--- config.mk ---
export PLATFORM = sky130hd
export DESIGN_NAME = crsf_channel_deframer_pwm_top
export DESIGN_NICKNAME = d
export VERILOG_FILES = /design/src/design/crsf_pkg.sv /design/src/design/crsf_cfg.sv /design/src/design/crsf_map.sv /design/src/design/crsf_deframer.sv /design/src/design/crsf_channel_deframer_pwm_top.sv
export VERILOG_INCLUDE_DIRS = /design/src /design/src/design
export SDC_FILE = /design/constraint.sdc
export NUM_CORES = 1
export LEC_CHECK = 0
export CORE_ASPECT_RATIO = 0.6
export CORE_MARGIN = 5
export CORE_UTILIZATION = 50
export DETAILED_ROUTE_END_ITERATION = 6
export DONT_BUFFER_PORTS = 1
export PLACE_DENSITY = 0.71
export SLEW_MARGIN = 40
export SYNTH_ARGS = -nofsm -noshare
export SYNTH_HDL_FRONTEND = slang
export SYNTH_HIERARCHICAL = 1
export SYNTH_SLANG_ARGS = --single-unit
--- constraint.sdc ---
create_clock -name clk -period 11.4 [get_ports clk]
set_input_delay 2.28 -clock clk [delete_from_list [all_inputs] [get_ports clk]]
set_output_delay 2.28 -clock clk [all_outputs]
set_load 0.005 [all_outputs]
--- src/design/assert_macros.svh ---
// Assertion macros used by the top-level RTL file of the channel deframer.
// No dependencies.
`ifndef ASSERT_MACROS_SVH
`define ASSERT_MACROS_SVH

// Same-cycle implication, disabled while reset is active.
`define ASSERT_IMPLIES(label, clk, rst_n, ante, cons) \
    label: assert property (@(posedge clk) disable iff (!rst_n) (ante) |-> (cons)) \
        else $error("implication check failed");

// Next-cycle implication, disabled while reset is active.
`define ASSERT_NEXT(label, clk, rst_n, ante, cons) \
    label: assert property (@(posedge clk) disable iff (!rst_n) (ante) |=> (cons)) \
        else $error("next-cycle check failed");

`endif

--- src/design/crsf_pkg.sv ---
// Types, constants and register codes for the RC channel deframer.
// No dependencies; used by every module of the block.
`default_nettype none

package crsf_pkg;

    localparam int MAX_FRAME_LEN = 28;
    localparam int MIN_FRAME_LEN = 2;
    localparam int MIN_CHAN_LEN  = 4;
    localparam int LEN_W         = $clog2(MAX_FRAME_LEN + 1);
    localparam int IDX_W         = $clog2(MAX_FRAME_LEN + 3);

    localparam int CHAN_W = 11;
    localparam int STEER_W = 12;
    localparam int THR_W   = 11;
    localparam int TIME_W  = 16;

    localparam logic [7:0]        SYNC_RESET     = 8'hC8;
    localparam logic [7:0]        CHANNELS_RESET = 8'h16;
    localparam logic [TIME_W-1:0] TIMEOUT_RESET  = 16'd500;
    localparam logic [TIME_W-1:0] ELAPSED_MAX    = 16'hFFFF;

    localparam logic [IDX_W-1:0] IDX_LEN  = IDX_W'(1);
    localparam logic [IDX_W-1:0] IDX_KIND = IDX_W'(2);
    localparam logic [IDX_W-1:0] IDX_PAY0 = IDX_W'(3);
    localparam logic [IDX_W-1:0] IDX_PAY1 = IDX_W'(4);
    localparam logic [IDX_W-1:0] IDX_PAY2 = IDX_W'(5);

    localparam int CH_MIN  = 172;
    localparam int CH_MAX  = 1811;
    localparam int CH_SPAN = CH_MAX - CH_MIN;
    localparam int US_MIN  = 1000;
    localparam int US_MAX  = 2000;
    localparam int US_SPAN = US_MAX - US_MIN;
    localparam int US_NEUTRAL  = 1500;
    localparam int STEER_OFFSET = 1500;

    // floor(d * US_SPAN / CH_SPAN) == (d * MAP_RECIP) >> MAP_SHIFT for all 11-bit d
    localparam int MAP_SHIFT = 22;
    localparam longint unsigned MAP_RECIP =
        ((longint'(US_SPAN) << MAP_SHIFT) + longint'(CH_SPAN) - 1) / longint'(CH_SPAN);
    localparam int PROD_W = CHAN_W + MAP_SHIFT;

    typedef enum logic [1:0] {
        REG_SYNC     = 2'd0,
        REG_CHANNELS = 2'd1,
        REG_TIMEOUT  = 2'd2
    } reg_idx_t;

    typedef struct packed {
        logic [7:0]        sync_byte;
        logic [7:0]        channels_type;
        logic [TIME_W-1:0] timeout_ms;
    } cfg_t;

    typedef struct packed {
        logic       func;
        logic [7:0] rx_byte;
    } in_item_t;

    typedef struct packed {
        logic [STEER_W-1:0] steering_us;
        logic [THR_W-1:0]   throttle_us;
        logic               frame_accepted;
        logic               failsafe;
    } out_item_t;

endpackage

`default_nettype wire

--- src/design/crsf_cfg.sv ---
// APB-style configuration registers: sync byte, channels type, timeout.
// Depends on crsf_pkg.
`default_nettype none

module crsf_cfg (
    input  wire logic         clk,
    input  wire logic         rst_n,
    input  wire logic         psel,
    input  wire logic         penable,
    input  wire logic         pwrite,
    input  wire logic [3:0]   paddr,
    input  wire logic [31:0]  pwdata,
    output logic [31:0]       prdata,
    output crsf_pkg::cfg_t    cfg
);
    import crsf_pkg::*;

    cfg_t     cfg_reg;
    reg_idx_t idx;
    logic     wr_en;

    assign idx   = reg_idx_t'(paddr[3:2]);
    assign wr_en = psel && penable && pwrite;
    assign cfg   = cfg_reg;

    always_ff @(posedge clk or negedge rst_n)
    begin
        if (!rst_n)
        begin
            cfg_reg.sync_byte     <= SYNC_RESET;
            cfg_reg.channels_type <= CHANNELS_RESET;
            cfg_reg.timeout_ms    <= TIMEOUT_RESET;
        end
        else if (wr_en)
        begin
            case (idx)
                REG_SYNC:     cfg_reg.sync_byte     <= pwdata[7:0];
                REG_CHANNELS: cfg_reg.channels_type <= pwdata[7:0];
                REG_TIMEOUT:  cfg_reg.timeout_ms    <= pwdata[TIME_W-1:0];
                default:      ;
            endcase
        end
    end

    always_comb
    begin
        case (idx)
            REG_SYNC:     prdata = {24'd0, cfg_reg.sync_byte};
            REG_CHANNELS: prdata = {24'd0, cfg_reg.channels_type};
            REG_TIMEOUT:  prdata = {{(32 - TIME_W){1'b0}}, cfg_reg.timeout_ms};
            default:      prdata = 32'd0;
        endcase
    end

endmodule

`default_nettype wire

--- src/design/crsf_map.sv ---
// Maps one 11-bit channel value from 172..1811 onto 1000..2000 us, clamped.
// Depends on crsf_pkg; division by the span is a reciprocal multiply.
`default_nettype none

module crsf_map (
    input  wire logic [crsf_pkg::CHAN_W-1:0] raw,
    output logic [crsf_pkg::THR_W-1:0]       pulse_us
);
    import crsf_pkg::*;

    logic [CHAN_W-1:0] delta;
    logic [PROD_W-1:0] prod;
    logic [CHAN_W-1:0] quot;
    logic [CHAN_W-1:0] quot_clamped;

    always_comb
    begin
        delta = raw - CHAN_W'(CH_MIN);
        prod  = PROD_W'(delta) * PROD_W'(MAP_RECIP);
        quot  = prod[PROD_W-1:MAP_SHIFT];
        if (raw <= CHAN_W'(CH_MIN))
            quot_clamped = '0;
        else if (quot > CHAN_W'(US_SPAN))
            quot_clamped = CHAN_W'(US_SPAN);
        else
            quot_clamped = quot;
        pulse_us = THR_W'(US_MIN) + THR_W'(quot_clamped);
    end

endmodule

`default_nettype wire

--- src/design/crsf_deframer.sv ---
// Frame state, channel decode, failsafe timer and pulse width state.
// One transaction is folded into the state per step. Depends on crsf_pkg, crsf_map.
`default_nettype none

module crsf_deframer (
    input  wire logic                clk,
    input  wire logic                rst_n,
    input  wire crsf_pkg::cfg_t      cfg,
    input  wire logic                step,
    input  wire crsf_pkg::in_item_t  item,
    output crsf_pkg::out_item_t      result_next
);
    import crsf_pkg::*;

    logic [IDX_W-1:0]   idx_reg, idx_next, idx_inc;
    logic [LEN_W-1:0]   len_reg, len_next;
    logic [7:0]         kind_reg, kind_next;
    logic [7:0]         pay0_reg, pay1_reg, pay2_reg;
    logic [7:0]         pay0_next, pay1_next, pay2_next;
    logic [7:0]         pay2_cur;
    logic [TIME_W-1:0]  elapsed_reg, elapsed_next;
    logic [STEER_W-1:0] steer_reg, steer_next;
    logic [THR_W-1:0]   thr_reg, thr_next;
    logic [THR_W-1:0]   ch1_us, ch2_us;
    logic               accepted;
    logic               fs;

    assign pay2_cur = (idx_reg == IDX_PAY2) ? item.rx_byte : pay2_reg;

    crsf_map u_map_steer (
        .raw      ({pay1_reg[2:0], pay0_reg}),
        .pulse_us (ch1_us)
    );

    crsf_map u_map_thr (
        .raw      ({pay2_cur[5:0], pay1_reg[7:3]}),
        .pulse_us (ch2_us)
    );

    always_comb
    begin
        idx_next     = idx_reg;
        len_next     = len_reg;
        kind_next    = kind_reg;
        pay0_next    = pay0_reg;
        pay1_next    = pay1_reg;
        pay2_next    = pay2_reg;
        elapsed_next = elapsed_reg;
        steer_next   = steer_reg;
        thr_next     = thr_reg;
        accepted     = 1'b0;
        idx_inc      = idx_reg + IDX_W'(1);

        if (!item.func)
        begin
            if (idx_reg != '0 || item.rx_byte == cfg.sync_byte)
            begin
                if (idx_reg == IDX_LEN)
                begin
                    if (item.rx_byte < 8'(MIN_FRAME_LEN) || item.rx_byte > 8'(MAX_FRAME_LEN))
                        idx_next = '0;
                    else
                    begin
                        len_next = item.rx_byte[LEN_W-1:0];
                        idx_next = idx_inc;
                    end
                end
                else
                begin
                    if (idx_reg == IDX_KIND)
                        kind_next = item.rx_byte;
                    if (idx_reg == IDX_PAY0)
                        pay0_next = item.rx_byte;
                    if (idx_reg == IDX_PAY1)
                        pay1_next = item.rx_byte;
                    if (idx_reg == IDX_PAY2)
                        pay2_next = item.rx_byte;
                    idx_next = idx_inc;
                    if (idx_reg >= IDX_KIND && idx_inc == IDX_W'(len_reg) + IDX_W'(2))
                    begin
                        idx_next = '0;
                        if (kind_reg == cfg.channels_type && len_reg >= LEN_W'(MIN_CHAN_LEN))
                        begin
                            steer_next   = {ch1_us, 1'b0} - STEER_W'(STEER_OFFSET);
                            thr_next     = ch2_us;
                            elapsed_next = '0;
                            accepted     = 1'b1;
                        end
                    end
                end
            end
        end
        else if (elapsed_reg != ELAPSED_MAX)
            elapsed_next = elapsed_reg + TIME_W'(1);

        fs = elapsed_next > cfg.timeout_ms;
        if (fs)
            thr_next = THR_W'(US_NEUTRAL);

        result_next.steering_us    = steer_next;
        result_next.throttle_us    = thr_next;
        result_next.frame_accepted = accepted;
        result_next.failsafe       = fs;
    end

    always_ff @(posedge clk or negedge rst_n)
    begin
        if (!rst_n)
        begin
            idx_reg     <= '0;
            len_reg     <= '0;
            kind_reg    <= '0;
            elapsed_reg <= '0;
            steer_reg   <= STEER_W'(US_NEUTRAL);
            thr_reg     <= THR_W'(US_NEUTRAL);
        end
        else if (step)
        begin
            idx_reg     <= idx_next;
            len_reg     <= len_next;
            kind_reg    <= kind_next;
            elapsed_reg <= elapsed_next;
            steer_reg   <= steer_next;
            thr_reg     <= thr_next;
        end
    end

    // payload bytes are only read once written
    always_ff @(posedge clk)
    begin
        if (step)
        begin
            pay0_reg <= pay0_next;
            pay1_reg <= pay1_next;
            pay2_reg <= pay2_next;
        end
    end

endmodule

`default_nettype wire

--- src/design/crsf_channel_deframer_pwm_top.sv ---
// Top level of the RC channel deframer: input register, deframer, result register.
// Depends on crsf_pkg, crsf_cfg, crsf_deframer and assert_macros.svh.
//
// Usage:
//   item / item_valid / item_ready carry one transaction per serial byte
//   (func = 0) or per millisecond tick (func = 1). Every transaction gives
//   exactly one result on result / result_valid / result_ready: current
//   steering and throttle pulse widths, a frame-complete flag and failsafe.
//   result_valid rises once the transaction has moved from the input register
//   into the result register. One transaction is taken per cycle while the
//   receiver takes results, the frame state being updated between the input
//   register and the result register.
//   A stalled receiver holds the result register; the input register then
//   fills and item_ready drops until the result is taken.
//   Reset empties both registers, clears the frame state and timer, sets both
//   pulse widths to 1500 us and loads the register defaults (sync 0xC8,
//   channels type 0x16, timeout 500 ms). Registers at byte addresses 0, 4, 8
//   are to be written through the APB port only while the block is idle; the block does not enforce it.
`default_nettype none
`include "assert_macros.svh"

module crsf_channel_deframer_pwm_top (
    input  wire logic                 clk,
    input  wire logic                 rst_n,
    input  wire logic                 item_valid,
    output logic                      item_ready,
    input  wire crsf_pkg::in_item_t   item,
    output logic                      result_valid,
    input  wire logic                 result_ready,
    output crsf_pkg::out_item_t       result,
    input  wire logic                 psel,
    input  wire logic                 penable,
    input  wire logic                 pwrite,
    input  wire logic [3:0]           paddr,
    input  wire logic [31:0]          pwdata,
    output logic [31:0]               prdata,
    output logic                      pready
);
    import crsf_pkg::*;

    cfg_t      cfg;
    logic      in_vld_reg;
    in_item_t  in_item_reg;
    logic      out_vld_reg;
    out_item_t out_item_reg;
    out_item_t result_next;
    logic      advance;

    assign pready       = 1'b1;
    assign advance      = in_vld_reg && (!out_vld_reg || result_ready);
    assign item_ready   = !in_vld_reg || advance;
    assign result_valid = out_vld_reg;
    assign result       = out_item_reg;

    crsf_cfg u_cfg (
        .clk     (clk),
        .rst_n   (rst_n),
        .psel    (psel),
        .penable (penable),
        .pwrite  (pwrite),
        .paddr   (paddr),
        .pwdata  (pwdata),
        .prdata  (prdata),
        .cfg     (cfg)
    );

    crsf_deframer u_deframer (
        .clk         (clk),
        .rst_n       (rst_n),
        .cfg         (cfg),
        .step        (advance),
        .item        (in_item_reg),
        .result_next (result_next)
    );

    always_ff @(posedge clk or negedge rst_n)
    begin
        if (!rst_n)
        begin
            in_vld_reg  <= 1'b0;
            out_vld_reg <= 1'b0;
        end
        else
        begin
            if (item_valid && item_ready)
                in_vld_reg <= 1'b1;
            else if (advance)
                in_vld_reg <= 1'b0;
            if (advance)
                out_vld_reg <= 1'b1;
            else if (result_ready)
                out_vld_reg <= 1'b0;
        end
    end

    always_ff @(posedge clk)
    begin
        if (item_valid && item_ready)
            in_item_reg <= item;
        if (advance)
            out_item_reg <= result_next;
    end

    `ASSERT_IMPLIES(a_fs_neutral, clk, rst_n, out_vld_reg && out_item_reg.failsafe, out_item_reg.throttle_us == THR_W'(US_NEUTRAL))
    `ASSERT_IMPLIES(a_frame_clears_fs, clk, rst_n, out_vld_reg && out_item_reg.frame_accepted, !out_item_reg.failsafe)
    `ASSERT_IMPLIES(a_full_stall, clk, rst_n, in_vld_reg && out_vld_reg && !result_ready, !item_ready)
    `ASSERT_NEXT(a_advance_fills, clk, rst_n, advance, out_vld_reg)

endmodule

`default_nettype wire

Word level (Yosys, flattened, before mapping)
Cells that the tools add are included.
Storage, ports and cells
  register bits after elaboration: 147
  logic and storage cells: 112
  output and inout bits: 60
Operators by class
  multipliers: 2
  eq/ne operators: 11
  add/sub/neg operators: 8
  bitwise logic cells: 5
  reduce and logical (&&, ||, !) cells: 26
  $lt $le $gt $ge: 9
  muxes and demuxes: 31
Operator list (number)
  $mux W11: 10
  $mux W16: 6
  $mul A11 B22 Y33 const B: 2
  $mux W12: 5
  $pmux W16 S3: 1
  $add A10 B11 Y11 const A: 2
  $gt A11 B10 Y1 const B: 2
  $le A11 B8 Y1 const B: 2
  $sub A11 B8 Y11 const B: 2
  $reduce_and A5 Y1: 4
  $add A16 B1 Y16 const B: 1
  $eq A8 B8 Y1: 2
  $gt A16 B16 Y1: 1
  $ne A16 B16 Y1 const B: 1
  $mux W5: 3
  $sub A12 B11 Y12 const B: 1
  $eq A5 B2 Y1 const B: 2
  $eq A5 B3 Y1 const B: 2
  $gt A8 B5 Y1 const B: 1
  $lt A8 B2 Y1 const B: 1
  $logic_and A1 B1 Y1: 6
  $mux W6: 1
  $reduce_and A2 Y1: 3
  $add A5 B1 Y5 const B: 1
  17 further kinds: 30

Depth between registers and ports, before layout
  depth in word-level cells: 14
  mapped depth: 37
  depth with buffers taken out: 36

Cells and area by module
Netlist, hierarchy kept.
By module, submodules not included
  crsf_deframer: area an instance 5014.8 um^2, instances 1, seq. area each 2104.5 um^2, cells an instance 489
  crsf_map at u_deframer.u_map_steer: area an instance 4362.9 um^2, instances 1, seq. area each 0.0 um^2, cells an instance 502
  crsf_map at u_deframer.u_map_thr: area an instance 4264.1 um^2, instances 1, seq. area each 0.0 um^2, cells an instance 504
  crsf_cfg: area an instance 1585.3 um^2, instances 1, seq. area each 815.8 um^2, cells an instance 123
  crsf_channel_deframer_pwm_top: area an instance 1136.1 um^2, instances 1, seq. area each 1071.0 um^2, cells an instance 44

Worst setup path after synthesis
No wires, ideal clock.
  path type: reg-to-reg
  start point: register u_deframer.idx_reg[1]
  end point: register out_item_reg (netlist bit result[9]) (data pin)
  stages on the path, launching flop included: 34
  slack: 3274 ps
  library setup time: 152 ps
  path buffers: 1
  data arrival time: 7973 ps
  cells stage by stage: dfrtp_1 > inv_1 > ha_1 > and3_1 > clkbuf_1 > mux2_2 > nor2b_1 > o21ai_1 > nor2b_1 > xor2_1 > xnor2_1 > ha_1 > or2_2 > fa_1 > ha_1 > inv_1 > fa_1 > inv_1 > fa_1 > ha_1 > a21oi_1 > o21ai_0 > o31ai_2 > nand2_1 > a311oi_1 > xor2_1 > or4_1 > a31oi_1 > ha_1 > nor2_1 > mux2_2 > a21oi_1 > nor3_1 > o21ai_0
RTL lines
  start, declared: RTL line crsf_deframer.sv:15  | logic [IDX_W-1:0] idx_reg, idx_next, idx_inc;
  start signal, assigned: RTL line crsf_deframer.sv:119  | idx_reg <= idx_next;
  end signal, assigned: RTL line crsf_channel_deframer_pwm_top.sv:101  | out_item_reg <= result_next;
  end, declared: RTL line crsf_channel_deframer_pwm_top.sv:45  | out_item_t out_item_reg;

==> flow_metrics.tcl <==
set metrics [dict create \
    place_congestion 0.964 \
    die_height_um 150 \
    first_global_vias 11900 \
    drc 0 \
    tritoncts "built" \
    finalCriticalPeriod_ps 9380 \
    nNetsFinal 2041 \
    core-area_sq_um 32400 \
    clock_latency_ps 450 \
    post_cts_buffers 0 \
    final_common_cell "inv_1" \
    finalMaxSlewViolations 0 \
    critical_path_class "register to register" \
    firstDrtPassIters 7 \
    max_slew_margin_pct 46.4 \
    num_io_pins 112 \
    holdPathEnd "u_deframer/steer_reg[2]$_DFFE_PN1P_" \
    clockRootBuffer "clkbuf_16" \
    path_max_fanout 6 \
    cpMaxStageDelayCell "fa_1" \
    die-width_um 244 \
    worstSetupStartpointType "register" \
    critPathTopFamily "adder cells" \
    grt_util_met3_pct 7.88 \
    outcome "complete, no violations" \
    postCtsHoldBufs 0 \
    h-tree-depth 4 \
    r2r_slack_ps 2020 \
    crit_buf_inv 7 \
    wl_um 40100 \
    place_hpwl_um 32200 \
    hp-start "u_deframer/steer_reg[2]$_DFFE_PN1P_" \
    met2_usage_pct 29.6 \
    ys.warnings.count 6 \
    layout_common_cells "inv_1 (279), ha_1 (245), fa_1 (100)" \
    grt.busiest_layer "met1" \
    ant_nets 0 \
    grtUsageMet1_pct 34.5 \
    area_growth_pct 5.42 \
    routedWlPerCell_um 19.3 \
    r2r_start "u_deframer/idx_reg[1]$_DFFE_PN0P_" \
    drive_above_1_share_pct 12.7 \
    seq_area_frac_synth_pct 24.4 \
    cts_sinks 147 \
    ff2ff_path_depth 35 \
    path_common_cell "inv_1" \
    cap_violations 0 \
    grt-ovfl-total 0 \
    antenna_cells 0 \
    finalCritPeriodShare_pct 82.3 \
    avgSynthCellArea_sq_um 9.85 \
    required_ps 11690 \
    crit_arrival_ps 9680 \
    hold_depth 2 \
    dr_total_vias 12100 \
    nFillCells 2822 \
    io_buffers 0 \
    rsz0062_at_grt "false" \
    vias_per_cell 5.80 \
    path_clk_slew_ps 70 \
    ctsResizeCount 0 \
    grt_pass1_wl_um 64500 \
    cp-end-kind "register" \
    worstReg2RegEnd "result[9]$_DFFE_PP_" \
    worst_pin_slew_ps 798 \
    cts_inserted_buffers 17 \
    yosys_most_used_dff "dfrtp_1" \
    hold_path_class "register to register" \
    crit_cells 35 \
    initial_core_util_pct 50.6 \
    largest_reg_flops 32 \
    synth_seq_cells 147 \
    critPathMaxStageDelay_ps 550 \
    grt_antenna_before_repair 1 \
    drt-initial-drc-count 1083 \
    setup_viol 0 \
    netlist_area_sq_um 16400 \
    async_reset_ff_share_pct 61.9 \
    hold_viol 0 \
    grt_max_degree 92 \
    tns_ps 0 \
    synth_cell_types 100 \
    synth_edf_count 56 \
    dieArea_sq_um 36600 \
    skew_ps 14.0 \
    gr-usage-all-layers_pct 22.1 \
    rows 51 \
    max_freq_mhz 107 \
    clk_path_buf_depth 2 \
    synthCells 1662 \
]
-- cells in the mapped netlist, types with 4 or more instances --
cell / number / area, sq um
buf_6: 8 / 90.1
or2_2: 4 / 25.0
o21a_1: 7 / 52.6
a31oi_1: 19 / 119
nor2b_1: 11 / 68.8
fa_1: 100 / 2000
a311oi_1: 4 / 35.0
nand2_1: 81 / 304
a21o_1: 10 / 75.1
mux2_2: 59 / 664
o21ai_0: 77 / 385
nor4_1: 10 / 62.6
o22a_1: 7 / 61.3
buf_2: 18 / 90.1
a21oi_1: 89 / 445
o211ai_1: 5 / 37.5
nor2_1: 47 / 176
nand2b_1: 10 / 62.6
xor2_1: 42 / 368
nand3_1: 45 / 225
and4_1: 5 / 43.8
dfstp_2: 26 / 683
a211oi_1: 14 / 105
edfxtp_1: 56 / 1680
dfrtp_1: 65 / 1630
buf_4: 24 / 180
and2_1: 20 / 125
clkbuf_1: 11 / 41.3
inv_1: 279 / 1050
a21oi_2: 4 / 35.0
or3_1: 10 / 62.6
xnor2_1: 33 / 289
mux2_4: 16 / 240
o21ai_1: 12 / 60.1
and3_1: 14 / 87.6
nor3_1: 26 / 130
o22ai_1: 8 / 50.1
mux2i_1: 20 / 200
nand4_1: 17 / 106
ha_1: 245 / 3070
-- final cells by class --
type | count | area [sq um] | area share (%)
clock inverters | 15 | 164 | 0.950
well taps | 424 | 531 | 3.08
inverters | 281 | 1050 | 6.11
clock buffers | 17 | 425 | 2.47
multi-input cells | 1188 | 11000 | 63.9
repair buffers | 9 | 67.6 | 0.392
flip-flops and latches | 147 | 3990 | 23.1
-- worst min-delay path: stages (launching register included) --
cell and delay, ps:
dfstp_2 360, inv_1 60, mux2i_1 70
-- stage by stage --
stage                     hold WS (ps)  cell area (sq um)  util [%]  setup WS, ps  std cells
after floorplan                    445              16400         -          3270       1677
after global placement             465              16600      51.4          2400       2049
after detailed placement           478              16600      51.4          2250       2049
after CTS                          493              17200      53.2          2140       2081
after global routing               513              17300      53.3          1500       2081
final                              493              17300      53.3          2020       2081
-- worst max path at each step --
stage | slack [ps] | start | end
finish | 2020 | u_deframer/idx_reg[1]$_DFFE_PN0P_ | result[9]$_DFFE_PP_
CTS | 2140 | u_deframer/idx_reg[1]$_DFFE_PN0P_ | result[9]$_DFFE_PP_
global placement | 2400 | u_deframer/idx_reg[1]$_DFFE_PN0P_ | result[9]$_DFFE_PP_
detailed placement | 2250 | u_deframer/idx_reg[1]$_DFFE_PN0P_ | result[9]$_DFFE_PP_
floorplan | 3270 | u_deframer/idx_reg[1]$_DFFE_PN0P_ | result[9]$_DFFE_PP_
global route | 1500 | u_deframer/pay0_reg[2]$_DFFE_PP_ | result[24]$_DFFE_PP_
-- per-layer routing --
layer | wire, um | vias up
li1 | - | 5699
met1 | 19800 | 5852
met2 | 15600 | 489
met3 | 4360 | 37
met4 | 367 | 2
met5 | 8 | -
-- cells by family after synthesis --
group	share of synthesized area, %
adder cells (fa/ha/maj)	31.0
AND/OR/NAND/NOR	11.7
buffers and inverters	8.90
AO/OA/AOI/OAI	12.6
flip-flops	24.4
multiplexers	6.75
XOR/XNOR	4.68
other	0.0459
Power is left out: the tool's default activity adds up to more than one toggle a clock period on the data nets, which glitch-free logic cannot reach.
